## src/rtl/skf3_pkg.sv

```systemverilog
package skf3_pkg;

  localparam int unsigned NumCh   = 3;
  localparam int unsigned ChW     = 2;
  localparam int unsigned DataW   = 32;
  localparam int unsigned NoiseW  = 24;
  localparam int unsigned DtW     = 16;
  localparam int unsigned CfgIdxW = 3;

  // shared multiplier: 33 x 25 unsigned
  localparam int unsigned MulAW = 33;
  localparam int unsigned MulBW = 25;
  localparam int unsigned MulW  = MulAW + MulBW;

  // gain bits below the integer bit, one per step after the first
  localparam int unsigned DivSteps = 24;
  localparam int unsigned DivCntW  = $clog2(DivSteps);

  localparam logic [13:0]          GrowthFrac = 14'd8719;   // 1.00000203 - 1, Q0.32
  localparam logic [MulBW-1:0]     KOne       = 25'h100_0000;
  localparam logic signed [31:0]   MassInit   = 32'sd104857600; // 1600.0
  localparam logic [31:0]          VarInit    = 32'h0100_0000;  // 1.0 in Q8.24
  localparam logic [NoiseW-1:0]    NoiseInit  = 24'h01_0000;    // 1.0 in Q8.16

  typedef enum logic [ChW-1:0] {
    CH_MASS  = 2'd0,
    CH_ROLL  = 2'd1,
    CH_PITCH = 2'd2,
    CH_NONE  = 2'd3
  } chan_e;

  typedef enum logic [CfgIdxW-1:0] {
    REG_Q_MASS  = 3'd0,
    REG_R_MASS  = 3'd1,
    REG_Q_ROLL  = 3'd2,
    REG_R_ROLL  = 3'd3,
    REG_Q_PITCH = 3'd4,
    REG_R_PITCH = 3'd5
  } cfg_reg_e;

  typedef enum logic [3:0] {
    ST_IDLE,
    ST_GROW,
    ST_QQ,
    ST_QQ_HI,
    ST_QQ_LO,
    ST_RR,
    ST_DEN,
    ST_DIV_FIRST,
    ST_DIV,
    ST_CORR,
    ST_PNEW,
    ST_WRITE
  } state_e;

  typedef enum logic [3:0] {
    CMD_NONE,
    CMD_LOAD,
    CMD_GROW,
    CMD_QQ,
    CMD_QQ_HI,
    CMD_QQ_LO,
    CMD_RR,
    CMD_DEN,
    CMD_DIV_FIRST,
    CMD_DIV_STEP,
    CMD_CORR,
    CMD_PNEW,
    CMD_WRITE
  } cmd_e;

endpackage

```

## src/rtl/scalar_kalman_filter_3ch_top.sv

```systemverilog
// Channel  | Direction | Handshake               | Payload
// in       | input     | in_valid_i / in_ready_o | func_i, measurement_i, time_step_i
// out      | output    | out_valid_o/out_ready_i | channel_out_o, estimate_o
// cfg      | input     | cfg_valid_i/cfg_ready_o | cfg_index_i, cfg_data_i
//
// An item runs through setup (variance growth, q*q, two q*q*dt products, r*r and the
// denominator), the 25-step restoring divider for the gain, then correction, the new
// variance and write-back; denominator, divider and write-back skip the multiplier.
// One item is in work at a time; the next is taken once the controller is idle.
// A held result stalls only the final write-back; the output register holds it.
// Reset restores the noise settings to 1.0, the variances to 1.0 and the estimates.
module scalar_kalman_filter_3ch_top (
  input  logic                                clk_i,
  input  logic                                rst_ni,
  input  logic                                in_valid_i,
  output logic                                in_ready_o,
  input  logic [skf3_pkg::ChW-1:0]            func_i,
  input  logic signed [skf3_pkg::DataW-1:0]   measurement_i,
  input  logic [skf3_pkg::DtW-1:0]            time_step_i,
  output logic                                out_valid_o,
  input  logic                                out_ready_i,
  output logic [skf3_pkg::ChW-1:0]            channel_out_o,
  output logic signed [skf3_pkg::DataW-1:0]   estimate_o,
  input  logic                                cfg_valid_i,
  output logic                                cfg_ready_o,
  input  logic [skf3_pkg::CfgIdxW-1:0]        cfg_index_i,
  input  logic [skf3_pkg::NoiseW-1:0]         cfg_data_i
);
  import skf3_pkg::*;

  cmd_e cmd;

  assign cfg_ready_o = 1'b1;

  skf3_ctrl u_ctrl (
    .clk_i       (clk_i),
    .rst_ni      (rst_ni),
    .in_valid_i  (in_valid_i),
    .func_i      (func_i),
    .in_ready_o  (in_ready_o),
    .out_valid_o (out_valid_o),
    .out_ready_i (out_ready_i),
    .cmd_o       (cmd)
  );

  skf3_dp u_dp (
    .clk_i         (clk_i),
    .rst_ni        (rst_ni),
    .cmd_i         (cmd),
    .func_i        (func_i),
    .measurement_i (measurement_i),
    .time_step_i   (time_step_i),
    .cfg_valid_i   (cfg_valid_i),
    .cfg_index_i   (cfg_index_i),
    .cfg_data_i    (cfg_data_i),
    .channel_out_o (channel_out_o),
    .estimate_o    (estimate_o)
  );

endmodule

```

## src/rtl/skf3_dp.sv

```systemverilog
module skf3_dp (
  input  logic                              clk_i,
  input  logic                              rst_ni,
  input  skf3_pkg::cmd_e                    cmd_i,
  input  logic [skf3_pkg::ChW-1:0]          func_i,
  input  logic signed [skf3_pkg::DataW-1:0] measurement_i,
  input  logic [skf3_pkg::DtW-1:0]          time_step_i,
  input  logic                              cfg_valid_i,
  input  logic [skf3_pkg::CfgIdxW-1:0]      cfg_index_i,
  input  logic [skf3_pkg::NoiseW-1:0]       cfg_data_i,
  output logic [skf3_pkg::ChW-1:0]          channel_out_o,
  output logic signed [skf3_pkg::DataW-1:0] estimate_o
);
  import skf3_pkg::*;

  // per-channel state and noise settings
  logic [NoiseW-1:0]       q_q   [NumCh];
  logic [NoiseW-1:0]       r_q   [NumCh];
  logic signed [DataW-1:0] est_q [NumCh];
  logic [DataW-1:0]        var_q [NumCh];

  // working registers of one item
  logic [ChW-1:0]          ch_q;
  logic signed [DataW-1:0] z_q;
  logic [DtW-1:0]          dt_q;
  logic signed [DataW-1:0] x_q;
  logic [DataW-1:0]        p_q;
  logic [NoiseW-1:0]       qn_q;
  logic [NoiseW-1:0]       rn_q;
  logic [MulW-1:0]         mul_q;
  logic [13:0]             grow_q;
  logic [23:0]             qq_lo_q;
  logic [32:0]             psum_q;
  logic [39:0]             acc_q;
  logic [40:0]             den_q;
  logic [40:0]             rem_q;
  logic [MulBW-1:0]        k_q;
  logic [32:0]             mag_q;
  logic                    neg_q;
  logic signed [DataW-1:0] xn_q;
  logic [ChW-1:0]          chan_o_q;
  logic signed [DataW-1:0] est_o_q;

  logic [MulAW-1:0]  mul_a;
  logic [MulBW-1:0]  mul_b;
  logic [MulW-1:0]   mul_p;
  logic [MulBW-1:0]  k_eff;
  logic [45:0]       grow_sum;
  logic [40:0]       pred_sum;
  logic [DataW-1:0]  p_pred;
  logic [40:0]       den_sum;
  logic [41:0]       trial;
  logic [41:0]       trial_sub;
  logic              ge;
  logic [40:0]       rem_next;
  logic signed [32:0] diff;
  logic [32:0]       mag;
  logic [MulW-1:0]   corr_sum;
  logic [33:0]       corr;
  logic signed [34:0] xn_wide;
  logic signed [DataW-1:0] xn_sat;
  logic [MulW-1:0]   pnew_sum;

  // zero denominator only with P = 0: gain is taken as one
  assign k_eff = (den_q == '0) ? KOne : k_q;

  always_comb begin
    mul_a = '0;
    mul_b = '0;
    unique case (cmd_i)
      CMD_GROW: begin
        mul_a = {1'b0, p_q};
        mul_b = {11'b0, GrowthFrac};
      end
      CMD_QQ: begin
        mul_a = {9'b0, qn_q};
        mul_b = {1'b0, qn_q};
      end
      CMD_QQ_HI: begin
        mul_a = {9'b0, mul_q[47:24]};
        mul_b = {9'b0, dt_q};
      end
      CMD_QQ_LO: begin
        mul_a = {9'b0, qq_lo_q};
        mul_b = {9'b0, dt_q};
      end
      CMD_RR: begin
        mul_a = {9'b0, rn_q};
        mul_b = {1'b0, rn_q};
      end
      CMD_CORR: begin
        mul_a = mag_q;
        mul_b = k_eff;
      end
      CMD_PNEW: begin
        mul_a = {1'b0, p_q};
        mul_b = KOne - k_eff;
      end
      default: begin
        mul_a = '0;
        mul_b = '0;
      end
    endcase
  end

  assign mul_p = MulW'(mul_a) * MulW'(mul_b);

  assign grow_sum = mul_q[45:0] + 46'h0_8000_0000;

  // q*q*dt = (qq_hi*dt) + ((qq_lo*dt) >> 24) after the >>24
  assign pred_sum = {8'b0, psum_q} + {1'b0, acc_q} + {25'b0, mul_q[39:24]};
  assign p_pred   = (pred_sum[40:32] != '0) ? '1 : pred_sum[31:0];

  assign den_sum = {9'b0, p_q} + {1'b0, mul_q[47:8]};

  // restoring division, one quotient bit per cycle; first step takes the integer bit
  assign trial     = (cmd_i == CMD_DIV_FIRST) ? {10'b0, p_q} : {rem_q, 1'b0};
  assign trial_sub = trial - {1'b0, den_q};
  assign ge        = (trial >= {1'b0, den_q});
  assign rem_next  = ge ? trial_sub[40:0] : trial[40:0];

  assign diff = {z_q[31], z_q} - {x_q[31], x_q};
  assign mag  = diff[32] ? 33'(-diff) : 33'(diff);

  // round half away from zero on the magnitude
  assign corr_sum = mul_q + MulW'(24'h80_0000);
  assign corr     = corr_sum[57:24];
  assign xn_wide  = neg_q ? ({{3{x_q[31]}}, x_q} - {1'b0, corr})
                          : ({{3{x_q[31]}}, x_q} + {1'b0, corr});

  always_comb begin
    if (xn_wide > 35'sh0_7FFF_FFFF) begin
      xn_sat = 32'sh7FFF_FFFF;
    end else if (xn_wide < -35'sh0_8000_0000) begin
      xn_sat = -32'sh8000_0000;
    end else begin
      xn_sat = xn_wide[31:0];
    end
  end

  assign pnew_sum = mul_q + MulW'(24'h80_0000);

  always_ff @(posedge clk_i or negedge rst_ni) begin
    if (!rst_ni) begin
      for (int i = 0; i < NumCh; i++) begin
        q_q[i]   <= NoiseInit;
        r_q[i]   <= NoiseInit;
        var_q[i] <= VarInit;
        est_q[i] <= (i == int'(CH_MASS)) ? MassInit : '0;
      end
    end else begin
      if (cfg_valid_i) begin
        unique case (cfg_index_i)
          REG_Q_MASS:  q_q[CH_MASS]  <= cfg_data_i;
          REG_R_MASS:  r_q[CH_MASS]  <= cfg_data_i;
          REG_Q_ROLL:  q_q[CH_ROLL]  <= cfg_data_i;
          REG_R_ROLL:  r_q[CH_ROLL]  <= cfg_data_i;
          REG_Q_PITCH: q_q[CH_PITCH] <= cfg_data_i;
          REG_R_PITCH: r_q[CH_PITCH] <= cfg_data_i;
          default: ;
        endcase
      end
      if (cmd_i == CMD_WRITE) begin
        est_q[ch_q] <= xn_q;
        var_q[ch_q] <= pnew_sum[55:24];
      end
    end
  end

  always_ff @(posedge clk_i) begin
    // the new variance product waits here while the write-back is stalled
    if (cmd_i != CMD_NONE) begin
      mul_q <= mul_p;
    end
    unique case (cmd_i)
      CMD_LOAD: begin
        ch_q <= func_i;
        z_q  <= measurement_i;
        dt_q <= time_step_i;
        x_q  <= est_q[func_i];
        p_q  <= var_q[func_i];
        qn_q <= q_q[func_i];
        rn_q <= r_q[func_i];
      end
      CMD_QQ: begin
        grow_q <= grow_sum[45:32];
      end
      CMD_QQ_HI: begin
        qq_lo_q <= mul_q[23:0];
        psum_q  <= {1'b0, p_q} + {19'b0, grow_q};
      end
      CMD_QQ_LO: begin
        acc_q <= mul_q[39:0];
      end
      CMD_RR: begin
        p_q <= p_pred;
      end
      CMD_DEN: begin
        den_q <= den_sum;
      end
      CMD_DIV_FIRST: begin
        rem_q <= rem_next;
        k_q   <= {24'b0, ge};
        mag_q <= mag;
        neg_q <= diff[32];
      end
      CMD_DIV_STEP: begin
        rem_q <= rem_next;
        k_q   <= {k_q[MulBW-2:0], ge};
      end
      CMD_PNEW: begin
        xn_q <= xn_sat;
      end
      CMD_WRITE: begin
        chan_o_q <= ch_q;
        est_o_q  <= xn_q;
      end
      default: ;
    endcase
  end

  assign channel_out_o = chan_o_q;
  assign estimate_o    = est_o_q;

endmodule

```

## src/rtl/skf3_ctrl.sv

```systemverilog
module skf3_ctrl (
  input  logic                     clk_i,
  input  logic                     rst_ni,
  input  logic                     in_valid_i,
  input  logic [skf3_pkg::ChW-1:0] func_i,
  output logic                     in_ready_o,
  output logic                     out_valid_o,
  input  logic                     out_ready_i,
  output skf3_pkg::cmd_e           cmd_o
);
  import skf3_pkg::*;

  state_e             state_q, state_d;
  logic [DivCntW-1:0] div_cnt_q, div_cnt_d;
  logic               out_valid_q, out_valid_d;

  always_ff @(posedge clk_i or negedge rst_ni) begin
    if (!rst_ni) begin
      state_q     <= ST_IDLE;
      div_cnt_q   <= '0;
      out_valid_q <= 1'b0;
    end else begin
      state_q     <= state_d;
      div_cnt_q   <= div_cnt_d;
      out_valid_q <= out_valid_d;
    end
  end

  always_comb begin
    state_d     = state_q;
    div_cnt_d   = div_cnt_q;
    out_valid_d = out_valid_q && !out_ready_i;
    cmd_o       = CMD_NONE;
    in_ready_o  = (state_q == ST_IDLE);
    unique case (state_q)
      ST_IDLE: begin
        // channel select 3 is taken and dropped
        if (in_valid_i && (func_i != CH_NONE)) begin
          cmd_o   = CMD_LOAD;
          state_d = ST_GROW;
        end
      end
      ST_GROW: begin
        cmd_o   = CMD_GROW;
        state_d = ST_QQ;
      end
      ST_QQ: begin
        cmd_o   = CMD_QQ;
        state_d = ST_QQ_HI;
      end
      ST_QQ_HI: begin
        cmd_o   = CMD_QQ_HI;
        state_d = ST_QQ_LO;
      end
      ST_QQ_LO: begin
        cmd_o   = CMD_QQ_LO;
        state_d = ST_RR;
      end
      ST_RR: begin
        cmd_o   = CMD_RR;
        state_d = ST_DEN;
      end
      ST_DEN: begin
        cmd_o   = CMD_DEN;
        state_d = ST_DIV_FIRST;
      end
      ST_DIV_FIRST: begin
        cmd_o     = CMD_DIV_FIRST;
        div_cnt_d = '0;
        state_d   = ST_DIV;
      end
      ST_DIV: begin
        cmd_o     = CMD_DIV_STEP;
        div_cnt_d = div_cnt_q + 1'b1;
        if (div_cnt_q == DivCntW'(DivSteps - 1)) begin
          state_d = ST_CORR;
        end
      end
      ST_CORR: begin
        cmd_o   = CMD_CORR;
        state_d = ST_PNEW;
      end
      ST_PNEW: begin
        cmd_o   = CMD_PNEW;
        state_d = ST_WRITE;
      end
      ST_WRITE: begin
        // wait for the output slot to free up
        if (!out_valid_q || out_ready_i) begin
          cmd_o       = CMD_WRITE;
          out_valid_d = 1'b1;
          state_d     = ST_IDLE;
        end
      end
      default: begin
        state_d = ST_IDLE;
      end
    endcase
  end

  assign out_valid_o = out_valid_q;

endmodule

```

## config.mk

```make
export PLATFORM = sky130hd
export DESIGN_NAME = scalar_kalman_filter_3ch_top
export DESIGN_NICKNAME = d
export VERILOG_FILES = /design/src/rtl/skf3_pkg.sv /design/src/rtl/scalar_kalman_filter_3ch_top.sv /design/src/rtl/skf3_dp.sv /design/src/rtl/skf3_ctrl.sv
export SDC_FILE = /design/constraint.sdc
export NUM_CORES = 2
export LEC_CHECK = 0
export BUFFER_PORTS_ARGS = -buffer_cell sky130_fd_sc_hd__buf_2
export CAP_MARGIN = 20
export CELL_PAD_IN_SITES_DETAIL_PLACEMENT = 2
export CELL_PAD_IN_SITES_GLOBAL_PLACEMENT = 2
export CORE_MARGIN = 2
export CORE_UTILIZATION = 39
export CTS_CLUSTER_DIAMETER = 150
export DETAILED_ROUTE_END_ITERATION = 10
export GPL_ROUTABILITY_DRIVEN = 0
export HOLD_SLACK_MARGIN = 0.06
export PLACE_DENSITY = 0.9
export SLEW_MARGIN = 20
export SYNTH_ARGS = -nofsm -noshare
export SYNTH_HDL_FRONTEND = slang
export SYNTH_SLANG_ARGS = --single-unit
```

## constraint.sdc

```tcl
create_clock -name clk_i -period 11 [get_ports clk_i]
set_input_delay 1.1 -clock clk_i [delete_from_list [all_inputs] [get_ports clk_i]]
set_output_delay 1.1 -clock clk_i [all_outputs]
set_load 0.1 [all_outputs]
```

==> results of run 1 <==
==> cell families after synthesis <==
family                   count (synthesis)  synth area share (%)
XOR/XNOR                               317                 3.722
multiplexers                           376                 5.447
AO/OA/AOI/OAI                         1331                 11.21
AND/OR/NAND/NOR                       2213                 13.31
other                                    1              0.005014
buffers and inverters                 1343                 6.795
flip-flops                             884                 33.20
adder cells (fa/ha/maj)               1134                 26.32
==> through the flow <==
step	setup TNS [ns]	setup slack [ns]	cells	hold slack [ns]
after CTS	0	0.005203	10250	0.4550
after detailed placement	-3.950	-0.5944	10060	0.4574
after global placement	0	0.7315	10050	0.4332
after floorplan	0	0.7455	7599	0.4215
==> layer usage <==
| layer | track usage [%] | overflow |
|---|---|---|
| met5 | 46.15 | 2 |
| met4 | 66.39 | 116 |
| met3 | 59.18 | 13 |
| met2 | 80.50 | 114 |
| met1 | 64.86 | 4 |
==> cell usage after synthesis (all sizes together) (27+ instances only) <==
| cell | number |
|---|---|
| nor2b | 50 |
| o21a | 38 |
| mux2 | 248 |
| a22oi | 85 |
| a211oi | 57 |
| o21bai | 32 |
| a31oi | 52 |
| o31ai | 30 |
| or3 | 27 |
| and4 | 30 |
| nand2b | 39 |
| clkbuf | 330 |
| nor4 | 32 |
| nor2 | 513 |
| and2 | 84 |
| ha | 402 |
| and3 | 80 |
| nor3 | 71 |
| o21ai | 332 |
| xor2 | 145 |
| mux2i | 128 |
| edfxtp | 538 |
| nand2 | 1039 |
| buf | 48 |
| nand4 | 65 |
| nand3 | 116 |
| a21oi | 382 |
| xnor2 | 172 |
| fa | 732 |
| inv | 964 |
| dfrtp | 334 |
| a21o | 135 |
==> what timing repair did <==
item / CTS
setup endpoints to repair: 24
setup buffers: 1
gates resized for setup: 21
==> metrics.txt, run 1 <==
status stopped before the end; last stage reached global routing; First Error [ERROR GRT-0232] Routing congestion too high. Check the congestion heatmap in the GUI.; Avg Inst Size Synth 9.842 um^2; register area share after synthesis 33.20%; Post-synth ARST share roughly two fifths; Cell Area, Placed between 70000 and 80000 um^2; Synth Warn # 0; H-tree levels 3; clk buf depth 3; Tot GR Track Use 67.75%; post-synthesis cell count 7599; largest area contributor in the netlist edfxtp_1; Post-synth EDFFs 538; initial core utilization 39.29%; IO buf count about 120; post-DP HPWL 274.9 mm; grt ovf 249; synth top area cells edfxtp_1 (22%), fa_1 (20%), dfrtp_1 (11%); Top FF cell, synth edfxtp_1; synth unique cells 92; syn_nets 8815; DIE HEIGHT 441.9 um; synthesized cell area between 70000 and 80000 um^2; register bit count reported by yosys 884; largest net degree at the start of global routing around 150; share of the synthesized area in the top cell type 21.60%; # rows 160; Root Driver clkbuf_16; Die X 441.9 um; post-GRT worst EP u_dp.mul_q[56]$_DFFE_PP_/D; CTS sink cnt between 800 and 900; Worst EP kind sequential cell input; CTS buffer count 99; IO Count 119; cts-stage hold buffer count 0; antenna violations before repair ~160
==> run 2, diff against run 1 <==
- CELL_PAD_IN_SITES_DETAIL_PLACEMENT: 2 -> unset
- CELL_PAD_IN_SITES_GLOBAL_PLACEMENT: 2 -> unset
- CORE_UTILIZATION: 39 -> 35
- CTS_CLUSTER_DIAMETER: 150 -> unset
- HOLD_SLACK_MARGIN: 0.06 -> unset
- PLACE_DENSITY: 0.9 -> unset
- PLACE_DENSITY_LB_ADDON: unset -> 0.15
- clock period: 11 -> 14.3 ns (I/O delays scaled with it)
==> metrics.txt, run 2 <==
status finished, final reports clean; crit share post-route 76.16%; commonest non-fill, non-tap cells in the layout nand2_1 (1038), inv_1 (960), fa_1 (732), edfxtp_1 (538), nor2_1 (510); critical path endpoint category flop; largest area contributor in the netlist edfxtp_1; synth unique cells 92; antenna violations before repair 16; Hold/Removal Path Class flop to flop; post-route minimum period approximately 11 ns; syn_nets between 8000 and 9000; CTS sink cnt 884; Synth Warn # 0; # rows about 170; Top FF cell, synth edfxtp_1; Routed Antenna Nets 0; crit start category flop; Die X around 470 um; Post-synth EDFFs 538; synth top area cells edfxtp_1 (22%), fa_1 (20%), dfrtp_1 (11%); biggest cell delay along the critical path between 0.6 and 0.7 ns; WL per Instance 24.55 um; max frequency between 0.09 and 0.1 GHz; Avg Inst Size Synth a little under 10 um^2; DIE HEIGHT 466.3 um; ratio of cells with drive above 1 in the final layout 10.21%; Core ar. 212300 um^2; Root Driver clkbuf_16; Setup Viol. Count Final 0; Post-synth ARST share 39.14%; grt ovf 0; most numerous cell in the Yosys netlist nand2_1; later-pin clock latency in the skew report 0.74 ns; Hold Vio Cnt, Final 0; IO Count 119; CP max FO 31; cts-stage hold buffer count 0; first-pass GRT wire length around 380 mm; DRC errors left 0; Clock Skews 0.04358 ns; worst setup path class flop to flop; arrival time at the worst endpoint approximately 11 ns; DRT Wirelength approximately 260 mm; via count 56790; layout net count 8820; Post-CTS Setup Bufs 0; slew margin rel. between 20% and 30%; H-tree levels 3; CTS tree built; IO buf count 117; Tot GR Track Use a little under a quarter; Die Footprint 217400 um^2; post-synthesis cell count 7599; setup tns final 0 ns; PostCTS Resize Cnt 0; register bit count reported by yosys 884; initial core utilization a little over a third; largest net degree at the start of global routing 80; vias in the first global route 56720; CP max stage cell a221oi_1; drt pass-1 iters 6; register area share after synthesis 33.20%; synthesized cell area about 75000 um^2; Iter 0 DRT Violations 4972; CTS buffer count 100; Slew Viols, Final 0; share of the synthesized area in the top cell type between 20% and 30%; Vias/cell between 5 and 6; pin slew with the least headroom to its limit about 1.2 ns; most frequent CP cell fa_1; RSZ-0062 raised after global routing no; Worst EP required ~15 ns; Layout area overhead 10.33%; largest registers u_dp.est_q (96), u_dp.var_q (96); post-DP HPWL between 150 and 200 mm; Synth top cells by count nand2_1 (1039), inv_1 (964), fa_1 (732), edfxtp_1 (538), nor2_1 (513); clk buf depth 3; Clock transition at path regs 0.06 ns; Max-cap violations 0; commonest non-fill, non-tap cell in the layout nand2_1
run 2: final timing paths:
path,from,endpoint,slack (ns),depth (start not counted)
max in group asynchronous,rst_ni,u_dp.est_q[62]$_DFFE_PN0P_,11.44,3
hold reg to reg,u_dp.mul_q[0]$_DFFE_PP_,u_dp.acc_q[0]$_DFFE_PN_,0.44,0
setup / recovery,u_dp.den_q[31]$_DFFE_PN_,u_dp.mul_q[54]$_DFFE_PP_,3.41,35
setup reg to reg,u_dp.den_q[31]$_DFFE_PN_,u_dp.mul_q[54]$_DFFE_PP_,3.41,35
hold / removal,u_dp.mul_q[0]$_DFFE_PP_,u_dp.acc_q[0]$_DFFE_PN_,0.44,0
min in group asynchronous,rst_ni,u_dp.q_q[18]$_DFFE_PN0P_,0.66,1
run 2: area by class of cell:
| type | count | area [um^2] |
|---|---|---|
| sequential | 884 | 24830 |
| clock inverter | 56 | 747.0 |
| multi-input combinational | 5372 | 45120 |
| timing repair buffer | 281 | 1851 |
| inverter | 965 | 3622 |
| fill | 21220 | 129800 |
| clock buffer | 132 | 2816 |
| tap | 2821 | 3530 |
| antenna | 2 | 5.005 |
run 2: critical path, delay by kind of cell, from the launching register on:
family / cells / cell delay [ns]
buf+inv: 5 / 0.84
xor+xnor: 1 / 0.08
simple gates: 10 / 2.05
fa+ha+maj: 9 / 4.38
flops: 1 / 0.38
compound gates: 10 / 2.78
run 2: cell families after synthesis:
group / after synthesis / share of synthesized area (%)
simple gates: 2213 / 13.31
buf+inv: 1343 / 6.795
compound gates: 1331 / 11.21
fa+ha+maj: 1134 / 26.32
flops: 884 / 33.20
mux: 376 / 5.447
xor+xnor: 317 / 3.722
other cells: 1 / 0.005014
run 2: stage by stage:
| stage | hold WS (ns) | utilization [%] | worst slack [ns] | std cells | cell area (um^2) |
|---|---|---|---|---|---|
| CTS | 0.4366 | 38.85 | 3.503 | 10510 | 82490 |
| floorplan | 0.4215 | - | 4.045 | 7599 | 74790 |
| global placement | 0.4416 | 37.16 | 3.535 | 10320 | 78900 |
| detailed placement | 0.4363 | 37.18 | 3.527 | 10320 | 78920 |
| global route | 0.4431 | 38.87 | 2.739 | 10510 | 82510 |
| finish | 0.4381 | 38.87 | 3.409 | 10510 | 82520 |
run 2: per-layer routing:
| layer | vias up | global-route usage, % | share of wire [%] |
|---|---|---|---|
| met2 | 1930 | 37.56 | 46 |
| met4 | 12 | 6.698 | 3.1 |
| li1 | 25540 | - | - |
| met1 | 28920 | 33.32 | 45 |
| met3 | 382 | 3.252 | 6.5 |
| met5 | - | 0 | 0.031 |
Power of run 2 is not shown: default switching activity piles up to over one toggle a cycle in this logic, so the estimate is an artifact.
